==> config.mk <==
export PLATFORM = sky130hd
export DESIGN_NAME = joystick_mecanum_mixer_unit
export DESIGN_NICKNAME = d
export VERILOG_FILES = /design/src/rtl/jmm_pkg.sv /design/src/rtl/jmm_axis_map.sv /design/src/rtl/jmm_mix.sv /design/src/rtl/jmm_drive_map.sv /design/src/rtl/joystick_mecanum_mixer_unit.sv
export SDC_FILE = /design/constraint.sdc
export NUM_CORES = 2
export LEC_CHECK = 0
export ABC_CLOCK_PERIOD_IN_PS = 20200
export BUFFER_PORTS_ARGS = -buffer_cell sky130_fd_sc_hd__buf_2
export CAP_MARGIN = 20
export CORE_MARGIN = 2
export CORE_UTILIZATION = 40
export CTS_BUF_LIST = sky130_fd_sc_hd__clkbuf_2
export DETAILED_ROUTE_END_ITERATION = 6
export GPL_TIMING_DRIVEN = 0
export PLACE_DENSITY = 0.66
export SLEW_MARGIN = 40
export SYNTH_ARGS = -nofsm -noshare
export SYNTH_HDL_FRONTEND = slang
export SYNTH_HIERARCHICAL = 1
export SYNTH_SLANG_ARGS = --single-unit
export TNS_END_PERCENT = 10
==> constraint.sdc <==
create_clock -name i_clk -period 20.2 [get_ports i_clk]
set_clock_uncertainty 0.05 [all_clocks]
set_input_delay 5.05 -clock i_clk [delete_from_list [all_inputs] [get_ports i_clk]]
set_output_delay 5.05 -clock i_clk [all_outputs]
set_load 0.05 [all_outputs]
==> src/rtl/jmm_pkg.sv <==
// Shared types and constants for the joystick mecanum mixer.
package jmm_pkg;

    // Message tags.
    localparam logic [7:0] TAG_LEFT  = 8'd76;
    localparam logic [7:0] TAG_RIGHT = 8'd82;

    // Axis and drive scaling.
    localparam int AXIS_IN_MIN  = 10;
    localparam int AXIS_SCALE   = 254;
    localparam int AXIS_OUT_MAX = 127;
    localparam int DRIVE_MAX    = 1000;

    // Reciprocal for an exact floor divide by 5 of a 16-bit value.
    localparam logic [15:0] DIV5_RECIP  = 16'd52429;
    // Reciprocal for an exact floor divide by 127 of a 25-bit value.
    localparam logic [25:0] DIV127_RECIP = 26'd33818641;

    // Configuration register indexes.
    localparam int CFG_IDX_W = 2;
    localparam logic [CFG_IDX_W-1:0] REG_DEADBAND = 2'd0;
    localparam logic [CFG_IDX_W-1:0] REG_IDLE     = 2'd1;
    localparam int CFG_DATA_W = 10;

    // Register reset values.
    localparam logic [9:0] DEADBAND_RESET = 10'd200;
    localparam logic [6:0] IDLE_RESET     = 7'd50;

    // Register stages from an accepted command to the result strobe.
    localparam int PIPE_DEPTH = 7;

    // Widths of internal values.
    localparam int AXIS_W  = 14;
    localparam int MAG_W   = 15;
    localparam int MOTOR_N = 4;

    typedef logic signed [AXIS_W-1:0] t_axis;

    typedef struct packed {
        logic [7:0] left_tag;
        logic [7:0] left_x_tens;
        logic [7:0] left_x_ones;
        logic [7:0] left_y_tens;
        logic [7:0] left_y_ones;
        logic [7:0] right_tag;
        logic [7:0] right_x_tens;
        logic [7:0] right_x_ones;
        logic [7:0] right_y_tens;
        logic [7:0] right_y_ones;
    } t_cmd_word;

    typedef struct packed {
        logic       front_left_forward;
        logic [9:0] front_left_duty;
        logic       front_right_forward;
        logic [9:0] front_right_duty;
        logic       rear_right_forward;
        logic [9:0] rear_right_duty;
        logic       rear_left_forward;
        logic [9:0] rear_left_duty;
    } t_result_word;

    // One mixed sum, offset and split into sign and magnitude.
    typedef struct packed {
        logic             neg;
        logic [MAG_W-1:0] mag;
    } t_mix_val;

endpackage

==> src/rtl/jmm_axis_map.sv <==
// Parses one stick axis from two ASCII digits and maps it to -127..127 scale.
module jmm_axis_map
    import jmm_pkg::*;
(
    input  logic       i_clk,
    input  logic       i_tag_ok,
    input  logic [7:0] i_tens,
    input  logic [7:0] i_ones,
    input  logic [6:0] i_idle,
    output t_axis      o_axis
);

    logic signed [12:0] tens_v;
    logic signed [12:0] ones_v;
    logic signed [12:0] n_axis;
    logic signed [12:0] r_axis;

    logic signed [20:0] ofs;
    logic signed [20:0] prod;
    logic        [20:0] mag;
    logic        [15:0] n_hi;
    logic               n_neg;
    logic        [15:0] r_hi;
    logic               r_neg;

    logic        [31:0] qprod;
    logic signed [13:0] qs;
    t_axis              n_m;
    t_axis              r_m;

    // Stage one: digits to an axis value, or the idle value on a tag mismatch.
    always_comb begin
        tens_v = $signed({5'b0, i_tens}) - 13'sd48;
        ones_v = $signed({5'b0, i_ones}) - 13'sd48;
        if (i_tag_ok) begin
            n_axis = tens_v * 13'sd10 + ones_v;
        end else begin
            n_axis = $signed({6'b0, i_idle});
        end
    end

    // Stage two: offset and scale, then split into sign and magnitude / 16.
    always_comb begin
        ofs   = {{8{r_axis[12]}}, r_axis};
        ofs   = ofs - 21'(AXIS_IN_MIN);
        prod  = ofs * 21'(AXIS_SCALE);
        n_neg = prod[20];
        mag   = prod[20] ? 21'(-prod) : prod;
        n_hi  = mag[19:4];
    end

    // Stage three: finish the divide by 80 with a reciprocal, restore the sign, subtract 127.
    always_comb begin
        qprod = {16'b0, r_hi} * {16'b0, DIV5_RECIP};
        qs    = $signed({1'b0, qprod[30:18]});
        n_m   = (r_neg ? -qs : qs) - 14'(AXIS_OUT_MAX);
    end

    always_ff @(posedge i_clk) begin
        r_axis <= n_axis;
        r_hi   <= n_hi;
        r_neg  <= n_neg;
        r_m    <= n_m;
    end

    assign o_axis = r_m;

endmodule

==> src/rtl/jmm_mix.sv <==
// Forms the four mecanum wheel sums from the mapped stick axes.
module jmm_mix
    import jmm_pkg::*;
(
    input  logic     i_clk,
    input  t_axis    i_lx,
    input  t_axis    i_ly,
    input  t_axis    i_rx,
    input  t_axis    i_ry,
    output t_mix_val o_val [MOTOR_N]
);

    logic signed [16:0] lx;
    logic signed [16:0] ly;
    logic signed [16:0] rx;
    logic signed [16:0] ry;
    logic signed [16:0] base;
    logic signed [16:0] sum [MOTOR_N];
    logic signed [16:0] v   [MOTOR_N];
    logic        [16:0] vmag [MOTOR_N];
    t_mix_val           n_val [MOTOR_N];
    t_mix_val           r_val [MOTOR_N];

    // Sums in motor order, offset by 127 and split into sign and magnitude.
    always_comb begin
        lx     = {{3{i_lx[AXIS_W-1]}}, i_lx};
        ly     = {{3{i_ly[AXIS_W-1]}}, i_ly};
        rx     = {{3{i_rx[AXIS_W-1]}}, i_rx};
        ry     = {{3{i_ry[AXIS_W-1]}}, i_ry};
        base   = -ly - ry;
        sum[0] = base + lx + rx;
        sum[1] = base - lx - rx;
        sum[2] = base + lx - rx;
        sum[3] = base - lx + rx;
        for (int k = 0; k < MOTOR_N; k++) begin
            v[k]         = sum[k] + 17'(AXIS_OUT_MAX);
            vmag[k]      = v[k][16] ? 17'(-v[k]) : v[k];
            n_val[k].neg = v[k][16];
            n_val[k].mag = vmag[k][MAG_W-1:0];
        end
    end

    always_ff @(posedge i_clk) begin
        r_val <= n_val;
    end

    assign o_val = r_val;

endmodule

==> src/rtl/jmm_drive_map.sv <==
// Maps one wheel sum to a duty value with deadband and clamp.
module jmm_drive_map
    import jmm_pkg::*;
(
    input  logic       i_clk,
    input  t_mix_val   i_val,
    input  logic [9:0] i_deadband,
    output logic       o_forward,
    output logic [9:0] o_duty
);

    logic        [24:0] n_y;
    logic        [24:0] r_y;
    logic               r_neg_a;
    logic        [50:0] zprod;
    logic        [17:0] r_z;
    logic               r_neg_b;
    logic signed [19:0] zs;
    logic signed [19:0] d;
    logic signed [19:0] db;
    logic        [19:0] dmag;
    logic               n_forward;
    logic        [9:0]  n_duty;
    logic               r_forward;
    logic        [9:0]  r_duty;

    // Stage one: scale the magnitude by 1000.
    assign n_y = {10'b0, i_val.mag} * 25'(DRIVE_MAX);

    // Stage two: divide by 127 with a reciprocal multiply.
    assign zprod = {26'b0, r_y} * {25'b0, DIV127_RECIP};

    // Stage three: restore the sign, remove the offset, deadband and clamp.
    always_comb begin
        zs = {2'b0, r_z};
        db = {10'b0, i_deadband};
        d  = (r_neg_b ? -zs : zs) - 20'(DRIVE_MAX);
        if (d < db && d > -db) begin
            d = '0;
        end
        if (d > 20'(DRIVE_MAX)) begin
            d = 20'(DRIVE_MAX);
        end
        if (d < -20'(DRIVE_MAX)) begin
            d = -20'(DRIVE_MAX);
        end
        n_forward = !d[19];
        dmag      = d[19] ? 20'(-d) : d;
        n_duty    = dmag[9:0];
    end

    always_ff @(posedge i_clk) begin
        r_y       <= n_y;
        r_neg_a   <= i_val.neg;
        r_z       <= zprod[49:32];
        r_neg_b   <= r_neg_a;
        r_forward <= n_forward;
        r_duty    <= n_duty;
    end

    assign o_forward = r_forward;
    assign o_duty    = r_duty;

endmodule

==> src/rtl/joystick_mecanum_mixer_unit.sv <==
// Top level of the joystick mecanum mixer: parse, mix and map to wheel duties.
//
// Command channel: a word (two joystick messages) is taken at every rising
// edge where start is high and busy is low. busy is always low, so a new
// word may be given in every cycle.
// Result channel: each word yields one result word, shown on o_result for
// exactly one cycle while o_valid is high. The receiver cannot hold it off.
// Throughput is one word per cycle. Each word passes through seven register
// stages: parse, axis scale, divide by 80, wheel sums, scale by 1000, divide
// by 127, deadband and clamp.
// Configuration channel: i_cfg_valid/o_cfg_ready with an index and data;
// index 0 is the deadband limit, index 1 the idle axis value, others are
// ignored. o_cfg_ready is always high. Write only while no word is in flight.
// Reset (synchronous, active low) drops all words in flight and restores
// the deadband limit to 200 and the idle axis value to 50.
module joystick_mecanum_mixer_unit
    import jmm_pkg::*;
(
    input  logic                  i_clk,
    input  logic                  i_rst_n,
    input  logic                  start,
    output logic                  busy,
    input  t_cmd_word             i_cmd,
    output logic                  o_valid,
    output t_result_word          o_result,
    input  logic                  i_cfg_valid,
    output logic                  o_cfg_ready,
    input  logic [CFG_IDX_W-1:0]  i_cfg_index,
    input  logic [CFG_DATA_W-1:0] i_cfg_data
);

    logic [9:0]            r_deadband;
    logic [6:0]            r_idle;
    logic [PIPE_DEPTH-1:0] r_vld;
    logic [PIPE_DEPTH-1:0] n_vld;
    logic                  left_ok;
    logic                  right_ok;
    t_axis                 lx;
    t_axis                 ly;
    t_axis                 rx;
    t_axis                 ry;
    t_mix_val              mix_val [MOTOR_N];
    logic                  fwd  [MOTOR_N];
    logic [9:0]            duty [MOTOR_N];

    assign busy        = 1'b0;
    assign o_cfg_ready = 1'b1;

    // Configuration registers.
    always_ff @(posedge i_clk) begin
        if (!i_rst_n) begin
            r_deadband <= DEADBAND_RESET;
            r_idle     <= IDLE_RESET;
        end else if (i_cfg_valid && o_cfg_ready) begin
            case (i_cfg_index)
                REG_DEADBAND: r_deadband <= i_cfg_data[9:0];
                REG_IDLE:     r_idle     <= i_cfg_data[6:0];
                default:      ;
            endcase
        end
    end

    // Valid bits follow the words through the stages.
    assign n_vld = {r_vld[PIPE_DEPTH-2:0], start && !busy};

    always_ff @(posedge i_clk) begin
        if (!i_rst_n) begin
            r_vld <= '0;
        end else begin
            r_vld <= n_vld;
        end
    end

    assign left_ok  = (i_cmd.left_tag == TAG_LEFT);
    assign right_ok = (i_cmd.right_tag == TAG_RIGHT);

    // Four axis mappers.
    jmm_axis_map u_axis_lx (
        .i_clk   (i_clk),
        .i_tag_ok(left_ok),
        .i_tens  (i_cmd.left_x_tens),
        .i_ones  (i_cmd.left_x_ones),
        .i_idle  (r_idle),
        .o_axis  (lx)
    );

    jmm_axis_map u_axis_ly (
        .i_clk   (i_clk),
        .i_tag_ok(left_ok),
        .i_tens  (i_cmd.left_y_tens),
        .i_ones  (i_cmd.left_y_ones),
        .i_idle  (r_idle),
        .o_axis  (ly)
    );

    jmm_axis_map u_axis_rx (
        .i_clk   (i_clk),
        .i_tag_ok(right_ok),
        .i_tens  (i_cmd.right_x_tens),
        .i_ones  (i_cmd.right_x_ones),
        .i_idle  (r_idle),
        .o_axis  (rx)
    );

    jmm_axis_map u_axis_ry (
        .i_clk   (i_clk),
        .i_tag_ok(right_ok),
        .i_tens  (i_cmd.right_y_tens),
        .i_ones  (i_cmd.right_y_ones),
        .i_idle  (r_idle),
        .o_axis  (ry)
    );

    // Wheel sums.
    jmm_mix u_mix (
        .i_clk(i_clk),
        .i_lx (lx),
        .i_ly (ly),
        .i_rx (rx),
        .i_ry (ry),
        .o_val(mix_val)
    );

    // One drive mapper per wheel.
    for (genvar g = 0; g < MOTOR_N; g++) begin : g_drive
        jmm_drive_map u_drive (
            .i_clk     (i_clk),
            .i_val     (mix_val[g]),
            .i_deadband(r_deadband),
            .o_forward (fwd[g]),
            .o_duty    (duty[g])
        );
    end

    // Result word in motor order.
    always_comb begin
        o_result.front_left_forward  = fwd[0];
        o_result.front_left_duty     = duty[0];
        o_result.front_right_forward = fwd[1];
        o_result.front_right_duty    = duty[1];
        o_result.rear_right_forward  = fwd[2];
        o_result.rear_right_duty     = duty[2];
        o_result.rear_left_forward   = fwd[3];
        o_result.rear_left_duty      = duty[3];
    end

    assign o_valid = r_vld[PIPE_DEPTH-1];

endmodule

==> impl_metrics.yaml <==
place:
  gp_congestion: 0.924
  dp_hpwl_um: 168000
  dpl.cell_count: 13000
  portBuffers: 139
synth:
  postSynth.asyncResetShare: 0
  netlist_area_um2: 88700
  synth_top_flop_cell: "dfxtp_1"
  seq_area_frac_synth: 0.107
  synth.area.top_cells: "ha_1 26%, fa_1 20%, dfxtp_1 11%, inv_1 8.4%, xnor2_1 5.7%"
  synth_nets: 12700
  synthDistinctLibCells: 146
  yosysMostFrequentCell: "inv_1"
  synthTopCellsByCount: "1,980 x inv_1, 1,876 x ha_1, 879 x fa_1, 579 x xnor2_1, 474 x dfxtp_1"
  synth_area_per_cell_um2: 8.97
  synth_top_area_share: 0.265
  synth_warnings: 6
  synth_area_leader_cell: "ha_1"
  synthCells: 9880
  yosys_register_bits: 474
  synth-edff-count: 0
cells_and_area:
  drive_gt1_frac: 0.0655
  fillCellCount: 21700
  fin_cells: 13200
  finalNetCount: 13000
  synthToLayoutAreaGrowth_pct: 6.61
floorplanning:
  die-height_um: 475
  start_util: 0.403
  core_um2: 220000
  row_count: 172
  ios: 143
  die_w_um: 475
  dieArea_um2: 225000
timing:
  rsz0062_at_grt: "no"
  setup_viol: 0
  fin_crit_sh: 0.455
  finalSetupTns_ns: 0
  slew_viol_final: 0
  min_period_ns: 9.19
  fin_hold_ws_ns: 0.169
  maxSlewHeadroom: 0.233
  tightest_slew_ns: 1.15
  hold_viol: 0
  fmax_ghz: 0.109
cts:
  cts_made_buffers: 135
  hold_buffers: 0
  cts_sinks: 474
  clk_latency_ns: 1.57
  cts_buffer_depth: 3
  post_cts_buffers: 0
  cts_tree: "done"
  cts_root_buf: "clkbuf_2"
  clk_pin_slew_ns: 0.10
  htreeDepth: 4
  ctsResizeCount: 0
grt:
  antenna_found_initial: 6
  grt_max_degree: 22
  grt_pass1_wl_um: 330000
  grt_overflow: 0
  grt_use_total: 0.174
  grt_pass1_vias: 69700
setup_path:
  cp.required_ns: 21.62
  cp.arrival_ns: 10.61
  slowest_stage: "clkbuf_1"
  r2r_slack_ns: 11.01
  start_kind: "flip-flop"
  max_stage_delay_ns: 0.56
  cp_max_fo: 10
  startpoint: "g_drive[1].u_drive/r_neg_b$_DFF_P_"
  path_class: "flip-flop to flip-flop"
  crit_path_end_kind: "flip-flop"
  reg2reg_from: "g_drive[1].u_drive/r_neg_b$_DFF_P_"
  cp_num_buf_inv: 8
  path_delay_family: "buffers and inverters"
drt:
  routedWlPerCell_um: 14.7
  drcViolationCount: 0
  routed_wl_um: 194000
  final_antenna_net_count: 0
  drt_first_pass_iters: 5
  num_vias: 67500
  drt_iter0_drc: 2744
  via_per_inst: 5.10
status:
  status: "completed"
worst_hold_path:
  worstHoldStart: "g_drive[2].u_drive/r_neg_a$_DFF_P_"
  hp-class: "flip-flop to flip-flop"
run:
  cap_violations: 0
## state kept, by name, indices dropped and copies added (netlist names), 16 cells and up
name,count
g_drive.u_drive/o_duty,40
g_drive.u_drive/r_y,88
g_drive.u_drive/r_z,72
u_axis_lx/r_hi,16
u_axis_ly/r_hi,16
u_axis_rx/r_hi,16
u_axis_ry/r_hi,16
u_mix/o_val,62
## cells in the final DEF (no fill, tap or decap), types with 84 or more instances in the layout
| master | count |
|---|---|
| a21o_1 | 127 |
| nor2b_1 | 84 |
| nand3_1 | 194 |
| buf_2 | 162 |
| nand2_1 | 373 |
| xnor2_1 | 578 |
| fa_1 | 879 |
| a21oi_1 | 412 |
| ha_1 | 1876 |
| o21bai_1 | 95 |
| dfxtp_1 | 466 |
| nand4_1 | 95 |
| xor2_1 | 246 |
| inv_1 | 1980 |
| nor2_1 | 445 |
| o21ai_0 | 290 |
| clkbuf_2 | 183 |
| nor3_1 | 232 |
## logic make-up (layout without fill, tap and decap cells)
| logic type | Yosys count | in the layout | synth area share |
|---|---|---|---|
| buffers and inverters | 2144 | 2524 | 0.0934 |
| DFF | 474 | 474 | 0.107 |
| and+or+nand+nor | 1992 | 1992 | 0.118 |
| AOI/OAI and AO/OA | 1613 | 1613 | 0.125 |
| other | 2 | 14 | 0.0000847 |
| muxes | 51 | 51 | 0.00632 |
| xor gates and xnor gates | 846 | 846 | 0.0862 |
| adders and majority gates | 2758 | 2758 | 0.464 |
## path summary, 6_finish.rpt
path,to,depth (start not counted)
worst max-delay path,g_drive[1].u_drive/o_duty[6]$_DFF_P_,34
worst min-delay path,g_drive[2].u_drive/r_neg_b$_DFF_P_,0
worst max register to register,g_drive[1].u_drive/o_duty[6]$_DFF_P_,34
worst min register to register,g_drive[2].u_drive/r_neg_b$_DFF_P_,0
## area by class of cell
type	count	area (um^2)	area share
multi-input cells	7262	70900	0.751
clock inverters	59	463	0.00490
well taps	2958	3700	0.0392
diodes	12	30.0	0.000318
plain buffers	146	781	0.00826
repair buffers	139	696	0.00736
flip-flops and latches	474	9500	0.101
clock buffers	182	911	0.00964
inverters	1998	7500	0.0794
## per-stage QoR
stage / util / area (um^2) / worst slack [ns]
after floorplan: - / 88700 / 12.55
after CTS: 0.429 / 94400 / 11.12
final: 0.430 / 94500 / 11.01
after detailed placement: 0.423 / 93100 / 11.13
after global routing: 0.430 / 94500 / 10.29
after global placement: 0.423 / 93000 / 11.22
## routing by layer
metal	up-vias	share of wire	GRT usage
li1	33900	-	-
met1	32200	0.45	0.216
met2	1077	0.49	0.307
met3	286	0.041	0.0284
met4	6	0.023	0.0504
met5	-	0.00021	0
Power is left out: the tool's default activity adds up to more than one toggle a clock period on the data nets, which glitch-free logic cannot reach.
